<file path="src/rtl/core/mmf_pkg.sv">
// ----------------------------------------------------------------------------
// mmf_pkg: shared types and constants for the 3x3 median / mean filter
// pixel type, action codes, register indexes and window helper functions
// ----------------------------------------------------------------------------
package mmf_pkg;

  typedef logic [23:0] pix_t;

  localparam logic ACT_PIXEL = 1'b0;
  localparam logic ACT_FLUSH = 1'b1;

  localparam logic REG_WIDTH  = 1'b0;
  localparam logic REG_HEIGHT = 1'b1;

  // sort three values: returns {max, med, min}
  function automatic logic [23:0] sort3(input logic [7:0] a, input logic [7:0] b,
                                        input logic [7:0] c);
    logic [7:0] lo, hi, md;
    lo = (a < b) ? a : b;
    hi = (a < b) ? b : a;
    if (c < lo) begin
      md = lo; lo = c;
    end else if (c > hi) begin
      md = hi; hi = c;
    end else begin
      md = c;
    end
    return {hi, md, lo};
  endfunction

  function automatic logic [7:0] max3(input logic [7:0] a, input logic [7:0] b,
                                      input logic [7:0] c);
    logic [7:0] m;
    m = (a > b) ? a : b;
    return (m > c) ? m : c;
  endfunction

  function automatic logic [7:0] min3(input logic [7:0] a, input logic [7:0] b,
                                      input logic [7:0] c);
    logic [7:0] m;
    m = (a < b) ? a : b;
    return (m < c) ? m : c;
  endfunction

  function automatic logic [7:0] med3(input logic [7:0] a, input logic [7:0] b,
                                      input logic [7:0] c);
    logic [23:0] s;
    s = sort3(a, b, c);
    return s[15:8];
  endfunction

endpackage

</file>
<file path="src/rtl/core/mmf_calc.sv">
// ----------------------------------------------------------------------------
// mmf_calc: window reduction stages
// stage 1 sorts columns and sums, stage 2 median network and divide by nine
// ----------------------------------------------------------------------------
module mmf_calc (
  input  logic         clk,
  input  logic         en1,
  input  logic         en2,
  input  mmf_pkg::pix_t w0, w1, w2, w3, w4, w5, w6, w7, w8,
  output logic [23:0]  med,
  output logic [23:0]  avg
);
  import mmf_pkg::*;

  logic [23:0] s0 [3], s1 [3], s2 [3];
  logic [11:0] sum [3];

  // stage 1: sort each column per channel and add the nine values
  always_ff @(posedge clk) begin
    if (en1) begin
      for (int k = 0; k < 3; k++) begin
        s0[k]  <= sort3(w0[8*k +: 8], w3[8*k +: 8], w6[8*k +: 8]);
        s1[k]  <= sort3(w1[8*k +: 8], w4[8*k +: 8], w7[8*k +: 8]);
        s2[k]  <= sort3(w2[8*k +: 8], w5[8*k +: 8], w8[8*k +: 8]);
        sum[k] <= 12'(w0[8*k +: 8]) + 12'(w1[8*k +: 8]) + 12'(w2[8*k +: 8])
                + 12'(w3[8*k +: 8]) + 12'(w4[8*k +: 8]) + 12'(w5[8*k +: 8])
                + 12'(w6[8*k +: 8]) + 12'(w7[8*k +: 8]) + 12'(w8[8*k +: 8]);
      end
    end
  end

  // stage 2: median = med(max of mins, med of meds, min of maxes); sum*7282 >> 16 = /9
  always_ff @(posedge clk) begin
    if (en2) begin
      for (int k = 0; k < 3; k++) begin
        med[8*k +: 8] <= med3(max3(s0[k][7:0], s1[k][7:0], s2[k][7:0]),
                              med3(s0[k][15:8], s1[k][15:8], s2[k][15:8]),
                              min3(s0[k][23:16], s1[k][23:16], s2[k][23:16]));
        avg[8*k +: 8] <= 8'((25'(sum[k]) * 25'd7282) >> 16);
      end
    end
  end

endmodule

</file>
<file path="config.mk">
export PLATFORM = sky130hd
export DESIGN_NAME = mmf_calc
export DESIGN_NICKNAME = d
export VERILOG_FILES = /design/src/rtl/core/mmf_pkg.sv /design/src/rtl/core/mmf_calc.sv
export SDC_FILE = /design/constraint.sdc
export NUM_CORES = 2
export LEC_CHECK = 0
export ABC_AREA = 1
export CAP_MARGIN = 10
export CELL_PAD_IN_SITES_DETAIL_PLACEMENT = 0
export CELL_PAD_IN_SITES_GLOBAL_PLACEMENT = 1
export CORE_MARGIN = 5
export CORE_UTILIZATION = 30
export DETAILED_ROUTE_END_ITERATION = 10
export DONT_BUFFER_PORTS = 1
export PLACE_DENSITY = 0.65
export SETUP_SLACK_MARGIN = 0.1
export SKIP_LAST_GASP = 1
export SLEW_MARGIN = 20
export SYNTH_ARGS = -nofsm -noshare
export SYNTH_HDL_FRONTEND = slang
export SYNTH_SLANG_ARGS = --single-unit
</file>
<file path="constraint.sdc">
create_clock -name clk -period 6.1 [get_ports clk]
set_input_delay 0.305 -clock clk [delete_from_list [all_inputs] [get_ports clk]]
set_output_delay 0.305 -clock clk [all_outputs]
set_load 0.01 [all_outputs]
</file>
After elaboration in Yosys (flattened, before gate mapping)
Memory sizes are Yosys's and may differ from the RTL's.
Index checks and enable logic that the tools add are counted.
Word-level totals
  register bits after elaboration: 48
  bits in writable memories: 252
  input bits: 219
  output and inout bits: 48
  word-level logic and storage cells: 221
  memories kept: 4
Cells by class
  add/sub/neg operators: 24
  multiply operators: 3
  $lt $le $gt $ge: 57
  muxes and demuxes: 131
Memory list
  s0: depth 3, bits a word 24, rd ports 3, clocked after memory_dff 0, write ports 3, line mmf_calc.sv:15  | logic [23:0] s0 [3], s1 [3], s2 [3];
  s1: depth 3, bits a word 24, rd ports 3, clocked after memory_dff 0, write ports 3, line mmf_calc.sv:15
  s2: depth 3, bits a word 24, rd ports 3, clocked after memory_dff 0, write ports 3, line mmf_calc.sv:15
  sum: depth 3, bits a word 12, rd ports 3, clocked after memory_dff 0, write ports 3, line mmf_calc.sv:16  | logic [11:0] sum [3];
Operators with widths (number)
  $mux 8: 129
  $lt 8x8->1: 36
  $gt 8x8->1: 21
  $add 12x8->12: 12
  $mul 12x12->23 const B: 3
  $add 11x8->12: 3
  $add 10x8->11: 3
  $add 9x8->10: 3
  $add 8x8->9: 3
  $mux 1: 2

Logic depth before layout (Yosys ltp)
An unclocked memory read counts as a cell.
  depth after elaboration: 12
  depth in mapped cells: 51
  depth with buffers taken out: 48

Worst setup path after synthesis
Ideal clock, no wire load.
  kind: reg2reg
  from: mem s0[2][7], in the netlist s0[0][55]
  to: reg med[19], data pin
  library setup time: 253 ps
  data arrival time: 5829 ps
  required time: 5847 ps
  setup slack: 17 ps
  stages on the path, launching flop included: 38
  path buffers: 4
  period minus slack after synthesis: 6083 ps
  cell sequence: edfxtp_1 -> ha_1 -> nand2_1 -> nor2_1 -> nand3_1 -> o21ai_1 -> clkbuf_1 -> a21oi_1 -> ha_1 -> nand2_1 -> nor2_1 -> nand2_1 -> o31ai_1 -> inv_1 -> clkbuf_1 -> nand2_1 -> o21ai_0 -> ha_1 -> (+2 left out) -> a211oi_1 -> nand2_2 -> inv_2 -> buf_4 -> nand2_1 -> o21ai_0 -> ha_1 -> inv_1 -> nor2_1 -> o21ai_0 -> a21oi_1 -> a2111oi_0 -> a31oi_1 -> inv_1 -> clkbuf_1 -> o21ai_0 -> nand2_1 -> nand2_1
RTL lines
  from (decl): line mmf_calc.sv:15
  to (signal, indexed assignment): line mmf_calc.sv:36  | med[8*k +: 8] <= med3(max3(s0[k][7:0], s1[k][7:0], s2[k][7:0]),
  to (decl): line mmf_calc.sv:10  | output logic [23:0] med,

==> results.txt <==
Max-slew violations = 0
Initial antenna violation count = 4
Worst-Skew Late Latency = 0.61 ns
Worst-path fanout max = 8
Max incr delay on CP = 0.46 ns
Layout area overhead = 15.08%
Syn Area/Cell = 8.174 µm²
Fin Hold WS = 0.05538 ns
Top FF cell, synth = edfxtp_1
Top Ports = 267
Register area share after synthesis = 24.38%
Critical setup path kind = flop to flop
Final setup violation count = 0
Crit path time final = 5.725 ns
Crit share post-route = 93.85%
Routed WL = 119000 µm
DP Area = 39030 µm²
WL met3 = 7068 µm
Unrepaired setup endpoints after global routing = true
Vias in the first global route = 29.02k
Top-count cell post-synth = nand2_1
Ys Warns = 0
Max Root-Sink Buffers = 3
First-pass GRT wire length = 178700 µm
Crit-path slowest cell = edfxtp_1
Slew headroom = 23.42%
Crit path to = med[18]$_DFFE_PP_
# nets final = 5774
Skew final = 0.04204 ns
Root Buffer = clkbuf_16
Crit path launch type = flop
CP required = 6.43 ns
Hold Vio Cnt, Final = 0
PortBufs = 0
Final Instance Count excl. Fillers = 6317
Max-Cap Viols = 0
Die area = 130300 µm²
Detail Route Antenna Nets = 0
Total track usage = 17.86%
Met2 Wirelength = 54240 µm
CTS clk-pin slew, worst paths = 0.06 ns
Final Instance Area = 42520 µm²
Wire length on met1 = 54580 µm
Max H-tree Level = 2
Placed Instances = 6101
Worst Tran Pin Value = 1.141 ns
Site Rows = 128
Final core utilization = 34.84%
Net Count, Synth = 5636
HP Class = primary input to flop
DRT iter0 DRCs = 2034
Clk sinks = 300
Synth area leaders = edfxtp_1 (24%), ha_1 (22%), fa_1 (14%)
Die W = 360.9 µm
Initial DRT Pass Iterations = 5
Worst setup path startpoint = s0[0][49]$_DFFE_PP_
Max Clk Rate = 174.7 MHz
R2R depth = 38
Status = completed
Max Used Layer = met5
CTS tree = yes
Reg2reg end = med[18]$_DFFE_PP_
Post-synth EDFFs = 300
FF+latch count, synth = 300
Critical Path Sink Type = flop
Total CTS buffers = 42
Ys async rst share = 0%
Reg2reg start = s0[0][49]$_DFFE_PP_
Synth unique cells = 44
Grt total ovfl = 0
Synth Instances = 4520
Pin count of the biggest net entering global routing = 144
Share of cells above drive strength 1 = 8.145%
Routed WL per cell = 18.83 µm
Die height = 360.9 µm
Top cells by count, synth = nand2_1 (909), inv_1 (818), ha_1 (645), o21ai_0 (552), a21oi_1 (349)
Core ar. = 122000 µm²
Initial core utilization = 30.27%
Drt via density = 4.752
Arrival time at the worst endpoint = 6.05 ns
RD Place Congestion = 0.8843
Via count = 30.02k
Area leader, netlist = edfxtp_1
DRC Markers = 0
Top cell type's share of synthesized area = 24.38%
Final HPWL from detailed placement = 95510 µm
Reg2reg setup slack = 0.38 ns
Post-Synthesis Cell Area = 36950 µm²
-- layer usage --
layer | GRT usage, % | up-vias
li1 | - | 15260
met4 | 4.404 | 2
met5 | 0 | -
met3 | 3.286 | 148
met1 | 24.37 | 13940
met2 | 29.39 | 668
-- sequential cells by signal, indices dropped and copies added, names as in the netlist --
register / count
avg: 24
med: 24
s0: 72
s1: 72
s2: 72
sum: 36
-- kinds of logic after synthesis --
family                     count (synthesis)  share of synthesized area [%]
AOI/OAI and AO/OA                       1061                          15.24
and+or+nand+nor                         1276                          13.99
buffers and inverters                    930                          9.560
adders and majority gates                897                          35.50
DFF                                      300                          24.38
xor gates and xnor gates                  56                          1.328
-- worst min path at each step --
stage,start,end,slack [ns],cells past startpoint
finish,w6[18],s0[0][50]$_DFFE_PP_,0.06,2
global route,w6[19],s0[0][51]$_DFFE_PP_,0.02,2
CTS,w7[6],s1[0][14]$_DFFE_PP_,0.001,4
detailed placement,en2,avg[23]$_DFFE_PP_,0.43,0
global placement,en2,avg[23]$_DFFE_PP_,0.43,0
floorplan,en2,avg[0]$_DFFE_PP_,0.42,0
-- timing repair --
action / in CTS / in global routing
setup buffers: 0 / 49
pin swaps: 0 / 60
endpoints found under the hold margin: 333 / 0
gates resized for setup: 9 / 247
hold buffers: 74 / 0
cloned: 0 / 13
setup endpoints to repair: 22 / 25
-- layout make-up --
| type | instances | area, µm² |
|---|---|---|
| fillers | 12770 | 79520 |
| multi-input cells | 3295 | 25180 |
| flip-flops and latches | 300 | 9009 |
| inverters | 827 | 3134 |
| well taps | 1625 | 2033 |
| repair buffers | 186 | 1693 |
| clock buffers | 46 | 1087 |
| clock inverters | 30 | 336.6 |
| repair inverters | 6 | 38.79 |
| diodes | 2 | 5.005 |
-- stage by stage --
step / setup TNS (ns) / worst slack [ns]
after CTS: 0 / 0.1067
final: 0 / 0.3753
after global routing: -0.04118 / -0.02302
after global placement: -0.002314 / -0.002314
after detailed placement: -0.4951 / -0.08979
after floorplan: 0 / 0.1073
-- critical path: cells and delay by family, from the launching register on --
kind                       cells  cell delay, ns
AOI/OAI and AO/OA             15            1.95
adders and majority gates      4            1.06
buffers and inverters          6            0.86
DFF                            1            0.46
and+or+nand+nor               13            1.11
-- placed cells by master (no fill, tap or decap), types with 16 or more instances in the layout --
cell type      count
dlygate4sd3_1     70
xor2_1            30
ha_1             636
nand2_2           29
buf_4            100
o21ai_1           75
inv_1            806
edfxtp_1         300
nand3_1           85
o21ai_0          483
o211ai_1          49
nor2_2            16
nand2_4           17
nand4_1           25
a21oi_2           33
fa_1             252
clkbuf_16         43
nor2_1           187
a21oi_1          316
o21ai_2           30
xnor2_1           26
nand2_1          896
Power is not shown: default switching activity piles up to over one toggle a cycle in this logic, so the estimate is an artifact.
