==> config.mk <==
export PLATFORM = sky130hd
export DESIGN_NAME = mmf_cell
export DESIGN_NICKNAME = d
export VERILOG_FILES = /design/src/rtl/core/mmf_pkg.sv /design/src/rtl/core/mmf_cell.sv
export SDC_FILE = /design/constraint.sdc
export NUM_CORES = 1
export LEC_CHECK = 0
export BUFFER_PORTS_ARGS = -buffer_cell sky130_fd_sc_hd__buf_2
export CAP_MARGIN = 0
export CELL_PAD_IN_SITES_DETAIL_PLACEMENT = 0
export CELL_PAD_IN_SITES_GLOBAL_PLACEMENT = 1
export CORE_AREA = 2 2 91 93
export DETAILED_ROUTE_END_ITERATION = 6
export DIE_AREA = 0 0 93 95
export PLACE_DENSITY_LB_ADDON = 0.15
export SETUP_SLACK_MARGIN = 0.3
export SLEW_MARGIN = 20
export SYNTH_ARGS = -nofsm -noshare
export SYNTH_HDL_FRONTEND = slang
export SYNTH_SLANG_ARGS = --single-unit
==> constraint.sdc <==
create_clock -name clk -period 2.4 [get_ports clk]
set_input_delay 0.72 -clock clk [delete_from_list [all_inputs] [get_ports clk]]
set_output_delay 0.72 -clock clk [all_outputs]
set_load 0.005 [all_outputs]
==> src/rtl/core/mmf_pkg.sv <==
// ----------------------------------------------------------------------------
// mmf_pkg: shared types and constants for the 3x3 median / mean filter
// pixel type, action codes, register indexes and window helper functions
// ----------------------------------------------------------------------------
package mmf_pkg;

  typedef logic [23:0] pix_t;

  localparam logic ACT_PIXEL = 1'b0;
  localparam logic ACT_FLUSH = 1'b1;

  localparam logic REG_WIDTH  = 1'b0;
  localparam logic REG_HEIGHT = 1'b1;

  // sort three values: returns {max, med, min}
  function automatic logic [23:0] sort3(input logic [7:0] a, input logic [7:0] b,
                                        input logic [7:0] c);
    logic [7:0] lo, hi, md;
    lo = (a < b) ? a : b;
    hi = (a < b) ? b : a;
    if (c < lo) begin
      md = lo; lo = c;
    end else if (c > hi) begin
      md = hi; hi = c;
    end else begin
      md = c;
    end
    return {hi, md, lo};
  endfunction

  function automatic logic [7:0] max3(input logic [7:0] a, input logic [7:0] b,
                                      input logic [7:0] c);
    logic [7:0] m;
    m = (a > b) ? a : b;
    return (m > c) ? m : c;
  endfunction

  function automatic logic [7:0] min3(input logic [7:0] a, input logic [7:0] b,
                                      input logic [7:0] c);
    logic [7:0] m;
    m = (a < b) ? a : b;
    return (m < c) ? m : c;
  endfunction

  function automatic logic [7:0] med3(input logic [7:0] a, input logic [7:0] b,
                                      input logic [7:0] c);
    logic [23:0] s;
    s = sort3(a, b, c);
    return s[15:8];
  endfunction

endpackage

==> src/rtl/core/mmf_cell.sv <==
// ----------------------------------------------------------------------------
// mmf_cell: one window column cell
// holds the top, middle and bottom pixel of one column, shifts to its left neighbor
// ----------------------------------------------------------------------------
module mmf_cell (
  input  logic         clk,
  input  logic         rst,
  input  logic         en,
  input  mmf_pkg::pix_t top_in,
  input  mmf_pkg::pix_t mid_in,
  input  mmf_pkg::pix_t bot_in,
  output mmf_pkg::pix_t top_out,
  output mmf_pkg::pix_t mid_out,
  output mmf_pkg::pix_t bot_out
);
  import mmf_pkg::*;

  pix_t top, mid, bot;

  // column register, shifted on each taken request
  always_ff @(posedge clk) begin
    if (rst) begin
      top <= '0;
      mid <= '0;
      bot <= '0;
    end else if (en) begin
      top <= top_in;
      mid <= mid_in;
      bot <= bot_in;
    end
  end

  assign top_out = top;
  assign mid_out = mid;
  assign bot_out = bot;

endmodule

### Word-level counts from Yosys, hierarchy flattened

Index checks and enable logic that the tools add are counted.
W data, S select, Z words.

| storage, ports and cells | value |
|---|---|
| register bits | 72 |
| output and inout bits | 72 |
| word-level logic and storage cells | 3 |

### Depth between registers and ports, before layout

Gate-level depths: netlist of the first run.

| logic depth | value |
|---|---|
| word-level depth | 0 |
| depth in mapped cells | 4 |

### Least setup slack after synthesis of the first run

Ideal clock, no wire load.

| timing | value |
|---|---|
| path kind | in2reg |
| from | in en |
| to | reg bot[0], in the netlist bot_out[0] |
| stages on the path | 4 |
| required time | 2272 ps |
| path slack | 1030 ps |
| buffers on the path | 2 |
| arrival | 1242 ps |
| library setup time | 128 ps |
| cell sequence | buf_6 -> buf_8 -> mux2i_1 -> nor2_1 |

RTL lines:

| what | line | text |
|---|---|---|
| start: declaration | mmf_cell.sv:8 | `input logic en,` |
| end signal: assignment | mmf_cell.sv:29 | `bot <= bot_in;` |
| end: declaration | mmf_cell.sv:18 | `pix_t top, mid, bot;` |

### Worst setup path in the final report of the first run

| timing | value |
|---|---|
| from | reg bot[1], in the netlist bot_out[1] |
| to | out bot_out[1] |

RTL lines:

| what | line | text |
|---|---|---|
| end: declaration | mmf_cell.sv:14 | `output mmf_pkg::pix_t bot_out` |

No word-level cell between the ends.

==> results of run 1 <==
path summary, 6_finish.rpt:
| kind | endpoint | slack (ns) | start |
|---|---|---|---|
| hold reg to reg | top_out[16]$_SDFFE_PP0P_ | 0.49 | top_out[16]$_SDFFE_PP0P_ |
| setup reg to reg | bot_out[1]$_SDFFE_PP0P_ | 1.78 | bot_out[1]$_SDFFE_PP0P_ |
| hold / removal | top_out[16]$_SDFFE_PP0P_ | 0.49 | top_out[16]$_SDFFE_PP0P_ |
| setup / recovery | bot_out[1] | 0.89 | bot_out[1]$_SDFFE_PP0P_ |
Yosys cell counts:
master,n
dfxtp_1,72
mux2i_1,72
nor2_1,72
buf_8,7
buf_1,5
clkbuf_1,2
buf_6,1
clkbuf_2,1
cells by family (layout without fill, tap and decap cells):
logic type	count (synthesis)	in the layout
mux	72	72
flops	72	72
simple gates	72	72
buf+inv	16	163
area by class of cell:
cell class,count,area [sq um],area share (%)
clock buffer,11,151,4.30
tap,105,131,3.73
sequential,72,1440,41.0
timing repair buffer,148,773,22.0
multi-input combinational,144,991,28.2
clock inverter,4,30.0,0.853
power by group:
| part | internal, mW | total (mW) | switching, mW |
|---|---|---|---|
| Clock | 0.426 | 0.866 | 0.440 |
| Sequential | 1.27 | 1.30 | 0.0308 |
| Combinational | 0.164 | 0.300 | 0.136 |
state kept, by name, summed over array words and instances, names as in the netlist:
name	count
bot_out	24
mid_out	24
top_out	24
metal layers:
layer | part of all wire [%] | GRT usage [%] | vias to the layer above
met4 | 1.8 | 6.25 | 0
met3 | 9.8 | 4.63 | 9
met1 | 43 | 14.7 | 889
li1 | - | - | 1051
met5 | 0 | 0 | -
met2 | 45 | 20.8 | 82
per-stage QoR:
stage / area [sq um] / util (%)
6_report: 3520 / 44.4
5_1_grt: 3520 / 44.4
4_1_cts: 3520 / 44.4
3_5_place_dp: 3340 / 42.1
3_3_place_gp: 3340 / 42.1
2_1_floorplan: 2580 / -
==> flow_metrics.py, run 1 <==
metrics = {
    "sta": {
        "hold_viol": 0,
        "fmax_ghz": 0.662,
        "rsz0062_at_grt": "no",
        "setup_viol": 0,
        "worstMarginPinSlew_ns": 0.513,
        "drv_slew": 0,
        "fin_crit_sh_pct": 62.9,
        "finalWorstSetupSlack_ns": 0.890,
        "whs_ns": 0.489,
        "skew_ns": 0,
        "slew_headroom_pct": 65.8,
        "min_period_ns": 1.51,
        "setup_tns_ns": 0,
    },
    "finish": {
        "stdcell_count": 484,
        "final_common_cell": "buf_2",
        "fillers": 828,
        "fin_nets": 450,
        "area_delta_synth_final_pct": 36.4,
        "final_cell_mix": "buf_2 (145), mux2i_1 (72), nor2_1 (72), dfxtp_1 (72), clkbuf_8 (11)",
        "num_antenna_cells": 0,
        "drive_gt1_share_pct": 43.0,
    },
    "placed_design": {
        "portBuffers": 146,
        "gp_routability_congestion": 0.637,
        "dp.cells": 469,
        "pre_cts_slack_ns": 0.705,
        "hpwl_microns": 3770,
    },
    "grt": {
        "grt_pass1_vias": 1890,
        "gr-total-overflow": 0,
        "grt_max_degree": 73,
        "antenna_found_initial": 0,
        "grt_first_pass_wirelength_microns": 8790,
        "track_usage_pct": 12.7,
    },
    "logic_synthesis": {
        "synthCells": 232,
        "synth_area_per_cell_sq_um": 11.1,
        "ys_ff_latch": 72,
        "yosys-mux-area-fraction_pct": 27.9,
        "syn-num-nets": 307,
        "synth_compound_area_share_pct": 0,
        "synth_top_cell_by_area": "dfxtp_1",
        "yosysUniqueCellTypes": 8,
        "yosysTopAreaCellShare_pct": 55.9,
        "netlist_area_sq_mm": 0.00258,
        "yosys.area_share.simple_pct": 10.5,
        "synth_seq_area_share_pct": 55.9,
        "synth_top_family_by_area": "multiplexers",
        "synth-adder-area-share_pct": 0,
        "synth_area_leaders": "dfxtp_1 (56%), mux2i_1 (28%), nor2_1 (10%)",
        "yosys_warnings": 0,
        "synthXorXnorAreaFrac_pct": 0,
    },
    "pwr": {
        "ir_drop_mv": 0.279,
        "total_power_mw": 2.46,
        "p_per_area_mw_per_mm2": 700,
        "p_leak_nw": 1.90,
    },
    "worst_hold_path": {
        "min_path_type": "reg2reg",
        "hold_depth": 2,
    },
    "drt": {
        "drt-initial-drc-count": 45,
        "dr_total_vias": 2031,
        "first_pass_iters": 3,
        "wire_per_inst_microns": 11.6,
        "vias_per_cell": 4.20,
        "wl_microns": 5640,
        "drc": 0,
        "antenna_left": 0,
    },
    "clocking": {
        "cts_setup_buffers": 0,
        "clk_pin_slew_ns": 0.08,
        "clkLatencyLatePin_ns": 0.33,
        "post_cts_resized": 0,
        "cts_tree": "built",
        "ctsHoldBuffers": 0,
        "clockBufferDepth": 2,
        "cts_num_sinks": 72,
        "root_buffer": "clkbuf_8",
        "cts_buffers": 9,
        "htreeDepth": 3,
    },
    "flow_run": {
        "maxCapViolations": 0,
    },
    "floorplanning": {
        "core-area_sq_mm": 0.00793,
        "rows": 33,
        "die-area_sq_mm": 0.00884,
        "dieWidth_microns": 93,
        "io_pins": 147,
        "die_h_microns": 95,
        "initial_core_util_pct": 32.5,
    },
    "critical_path": {
        "crit_chain": "buf_2",
        "end_kind": "primary output",
        "max_stage_delay_ns": 0.34,
        "cp_num_cells": 1,
        "worstPathRequired_ns": 1.68,
        "cp-start-kind": "flip-flop",
        "path_delay_family": "flip-flops",
        "critPathKind": "reg2out",
        "critical_path_arrival_ns": 0.79,
        "crit_fanout": 2,
        "reg2reg_depth": 2,
        "cp_slowest_cell": "dfxtp_1",
        "crit_buf_inv": 1,
    },
    "run_status": {
        "status": "complete, no violations",
    },
}
(Power assumes the default switching activity.)
==> run 2, diff against run 1 <==
- CORE_AREA: 2 2 91 93 -> 2 2 93 95
- DIE_AREA: 0 0 93 95 -> 0 0 95 97
- clock period: 2.4 -> 1.4 ns (I/O delays scaled with it)
==> flow_metrics.py, run 2 (synthesized netlist as in run 1, its figures left out) <==
metrics = {
    "clocking": {
        "clk_pin_slew_ns": 0.07,
        "htreeDepth": 3,
        "ctsHoldBuffers": 0,
        "clkLatencyLatePin_ns": 0.32,
        "clockBufferDepth": 2,
        "root_buffer": "clkbuf_8",
        "cts_tree": "built",
        "cts_buffers": 9,
        "cts_num_sinks": 72,
    },
    "sta": {
        "hold_viol": 0,
        "setup_tns_ns": 0,
        "fin_crit_sh_pct": 85.1,
        "min_period_ns": 1.19,
        "finalWorstSetupSlack_ns": 0.208,
        "rsz0062_at_grt": "yes",
        "slew_headroom_pct": 78.8,
        "worstMarginPinSlew_ns": 0.318,
        "setup_viol": 0,
        "skew_ns": 0,
        "fmax_ghz": 0.839,
        "drv_slew": 0,
    },
    "grt": {
        "track_usage_pct": 12.6,
        "grt_pass1_vias": 1955,
        "grt_max_degree": 73,
        "antenna_found_initial": 0,
        "gr-total-overflow": 0,
        "grt_first_pass_wirelength_microns": 9040,
    },
    "pwr": {
        "p_per_area_mw_per_mm2": 1130,
        "p_leak_nw": 1.98,
        "ir_drop_mv": 0.487,
    },
    "critical_path": {
        "crit_fanout": 2,
        "crit_buf_inv": 1,
        "end_kind": "primary output",
        "path_delay_family": "flip-flops",
        "max_stage_delay_ns": 0.33,
        "cp-start-kind": "flip-flop",
        "critPathKind": "reg2out",
        "crit_chain": "buf_2",
        "cp_slowest_cell": "dfxtp_2",
        "worstPathRequired_ns": 0.98,
        "critical_path_arrival_ns": 0.77,
    },
    "drt": {
        "drc": 0,
        "wire_per_inst_microns": 12.2,
        "dr_total_vias": 2086,
        "first_pass_iters": 4,
        "wl_microns": 5920,
        "antenna_left": 0,
        "vias_per_cell": 4.29,
        "drt-initial-drc-count": 37,
    },
    "floorplanning": {
        "core-area_sq_mm": 0.00813,
        "die-area_sq_mm": 0.00922,
        "rows": 33,
        "io_pins": 147,
        "dieWidth_microns": 95,
        "initial_core_util_pct": 31.7,
        "die_h_microns": 97,
    },
    "flow_run": {
        "maxCapViolations": 0,
    },
    "run_status": {
        "status": "complete, no violations",
    },
    "finish": {
        "num_antenna_cells": 0,
        "fillers": 828,
        "final_common_cell": "buf_2",
        "area_delta_synth_final_pct": 46.7,
        "fin_nets": 452,
        "final_cell_mix": "buf_2 (120), mux2i_1 (72), nor2_1 (72), dfxtp_2 (72), buf_6 (25)",
        "drive_gt1_share_pct": 61.9,
        "finish.utilization_pct": 46.5,
    },
    "placed_design": {
        "portBuffers": 146,
        "hpwl_microns": 4060,
        "pre_cts_slack_ns": 0.129,
        "gp_routability_congestion": 0.669,
    },
    "worst_hold_path": {
        "min_path_type": "in2reg",
    },
}
-- run 2: changes by cell type in the layout (fill, tap and decap cells not counted), sizes merged --
cell	delta
buf	+2
clkinv	+2
clkbuf	+1
clkinvlp	-3
-- run 2: layout make-up --
type                       count  area [sq um]  share of cell area [%]
clock inverter                 3          17.5                   0.463
timing repair buffer         150           957                    25.3
tap                          105           131                    3.47
sequential                    72          1530                    40.5
clock buffer                  12           155                    4.10
multi-input combinational    144           991                    26.2
-- run 2: power breakdown --
part	internal (mW)	switching [mW]
sequential	2.19	0.0637
clock	0.725	0.709
combinational	0.334	0.238
-- run 2: worst paths after layout --
kind                                          startpoint                       end  slack (ns)  cells past startpoint
worst min register to register  top_out[17]$_SDFFE_PP0P_  top_out[17]$_SDFFE_PP0P_        0.48                      2
worst min-delay path                          top_in[17]  top_out[17]$_SDFFE_PP0P_        0.32                      3
worst max-delay path             mid_out[2]$_SDFFE_PP0P_                mid_out[2]        0.21                      1
worst max register to register  mid_out[16]$_SDFFE_PP0P_  mid_out[16]$_SDFFE_PP0P_        0.68                      3
-- run 2: worst register-to-register path: stages (launching register included) --
cell,delay (ns)
dfxtp_2,0.32
buf_4,0.12
mux2i_1,0.11
nor2_1,0.05
-- run 2: what timing repair did --
action / in CTS / in global routing
setup buffers: 0 / 1
gates resized for setup: 87 / 10
endpoints found under the hold margin: 0 / 0
endpoints found under the setup margin: 72 / 72
-- run 2: per-stage QoR --
stage               total power, mW  instance area (sq um)  hold WS [ns]  cells
global placement               2.80                   3360         0.467    470
floorplan                      2.56                   2580         0.485    232
global route                   4.51                   3780         0.313    486
CTS                            4.34                   3720         0.303    485
detailed placement             2.81                   3360         0.478    470
finish                         4.26                   3780         0.322    486
-- run 2: routing by layer --
metal / part of all wire (%) / vias up / global-route usage [%]
met4: 1.1 / 0 / 4.01
li1: - / 1054 / -
met5: 0 / - / 0
met2: 47 / 80 / 20.4
met3: 8.7 / 7 / 5.22
met1: 43 / 945 / 14.9
==> run 3, diff against run 2 <==
- CELL_PAD_IN_SITES_GLOBAL_PLACEMENT: 1 -> 2
- CORE_AREA: 2 2 93 95 -> 2 2 105 107
- DIE_AREA: 0 0 95 97 -> 0 0 107 109
==> flow_metrics.py, run 3 (synthesized netlist as in run 1, its figures left out) <==
metrics = {
    "critical_path": {
        "end_kind": "primary output",
        "worstPathRequired_ns": 0.98,
        "cp-startpoint": "bot_out[4]$_SDFFE_PP0P_",
        "reg2reg_depth": 3,
        "max_stage_delay_ns": 0.32,
        "critPathKind": "reg2out",
        "timing.rr.end": "top_out[14]$_SDFFE_PP0P_",
        "crit_fanout": 2,
        "critical_path_arrival_ns": 0.79,
        "cp-start-kind": "flip-flop",
        "cp_slowest_cell": "dfxtp_2",
        "reg2reg_slack_ns": 0.69,
        "cp_num_cells": 1,
        "reg2reg_from": "top_out[14]$_SDFFE_PP0P_",
        "crit_buf_inv": 1,
        "crit_chain": "buf_2",
        "path_delay_family": "flip-flops",
    },
    "sta": {
        "setup_viol": 0,
        "slew_headroom_pct": 86.1,
        "skew_ns": 0,
        "worstMarginPinSlew_ns": 0.209,
        "fmax_ghz": 0.830,
        "setup_tns_ns": 0,
        "min_period_ns": 1.21,
        "drv_slew": 0,
        "fin_crit_sh_pct": 86.1,
        "rsz0062_at_grt": "yes",
        "hold_viol": 0,
    },
    "grt": {
        "grt_pass1_vias": 1986,
        "grt_max_degree": 45,
        "track_usage_pct": 11.5,
        "gr-total-overflow": 0,
        "antenna_found_initial": 0,
        "grt_first_pass_wirelength_microns": 10100,
    },
    "drt": {
        "antenna_left": 0,
        "wire_per_inst_microns": 12.4,
        "wl_microns": 6520,
        "first_pass_iters": 4,
        "dr_total_vias": 2085,
        "drc": 0,
        "drt-initial-drc-count": 55,
        "vias_per_cell": 3.96,
    },
    "finish": {
        "drive_gt1_share_pct": 62.3,
        "area_delta_synth_final_pct": 54.6,
        "fillers": 1090,
        "final_common_cell": "buf_2",
        "multi_input_area_sq_um": 991,
        "num_antenna_cells": 0,
        "final-seq-area_sq_mm": 0.00153,
        "fin_nets": 457,
        "final_cell_mix": "buf_2 (107), mux2i_1 (72), nor2_1 (72), dfxtp_2 (72), buf_6 (38)",
    },
    "clocking": {
        "htreeDepth": 3,
        "ctsHoldBuffers": 0,
        "root_buffer": "clkbuf_8",
        "clk_pin_slew_ns": 0.08,
        "cts_buffers": 9,
        "cts_num_sinks": 72,
        "cts_tree": "built",
        "clkLatencyLatePin_ns": 0.34,
        "clockBufferDepth": 2,
    },
    "floorplanning": {
        "die_h_microns": 109,
        "core-area_sq_mm": 0.0106,
        "io_pins": 147,
        "rows": 38,
        "dieWidth_microns": 107,
        "initial_core_util_pct": 24.3,
        "die-area_sq_mm": 0.0117,
    },
    "pwr": {
        "ir_drop_mv": 0.375,
        "p_leak_nw": 2.04,
        "total_power_mw": 4.32,
        "p_per_area_mw_per_mm2": 1080,
    },
    "placed_design": {
        "portBuffers": 146,
        "gp_routability_congestion": 0.640,
        "hpwl_microns": 4570,
    },
    "worst_hold_path": {
        "worstHoldEndpoint": "bot_out[10]$_SDFFE_PP0P_",
        "min_from": "bot_in[10]",
        "hold_depth": 3,
        "min_path_type": "in2reg",
    },
    "flow_run": {
        "maxCapViolations": 0,
    },
    "run_status": {
        "status": "complete, no violations",
    },
}
run 3: power breakdown:
group	leakage, nW	internal, mW	total [mW]	switching (mW)
combinational	1.33	0.381	0.631	0.250
clock	0.0899	0.681	1.43	0.747
sequential	0.620	2.19	2.26	0.0688
run 3: layer usage:
layer	vias up	wire length [microns]	GRT usage (%)
li1	1061	-	-
met1	932	2970	14.2
met2	85	2850	16.8
met3	7	603	5.26
met4	0	95	5.57
met5	-	0	0
run 3: layout make-up:
cell class / count / area share [%]
clock inverters: 4 / 0.502
well taps: 140 / 4.39
multi-input cells: 144 / 24.8
repair buffers: 155 / 28.2
clock buffers: 12 / 3.64
flip-flops and latches: 72 / 38.4
run 3: what timing repair did:
action | CTS | global route
cloned | 0 | 0
gates resized for setup | 89 | 21
pin swaps | 0 | 0
setup endpoints to repair | 72 | 72
setup buffers | 0 | 2
run 3: worst min-delay path, delay by kind of cell:
kind | cells | cell delay, ns
simple gates | 1 | 0.07
buf+inv | 1 | 0.07
mux | 1 | 0.05
run 3: worst max-delay path by stage:
stage | to | slack [ns]
floorplan | bot_out[0]$_SDFFE_PP0P_ | 0.33
global placement | mid_out[4]$_SDFFE_PP0P_ | 0.18
detailed placement | bot_out[11]$_SDFFE_PP0P_ | 0.16
CTS | bot_out[4] | 0.17
global route | bot_out[21] | 0.14
finish | bot_out[4] | 0.19
run 3: stage by stage:
stage,hold WS [ns],instance area [sq um],cells,util (%),setup slack [ns]
2_1_floorplan,0.485,2580,232,-,0.330
3_3_place_gp,0.467,3480,509,32.8,0.176
3_5_place_dp,0.472,3480,509,32.8,0.160
4_1_cts,0.288,3870,525,36.5,0.168
5_1_grt,0.295,3990,527,37.6,0.142
6_report,0.306,3990,527,37.6,0.195
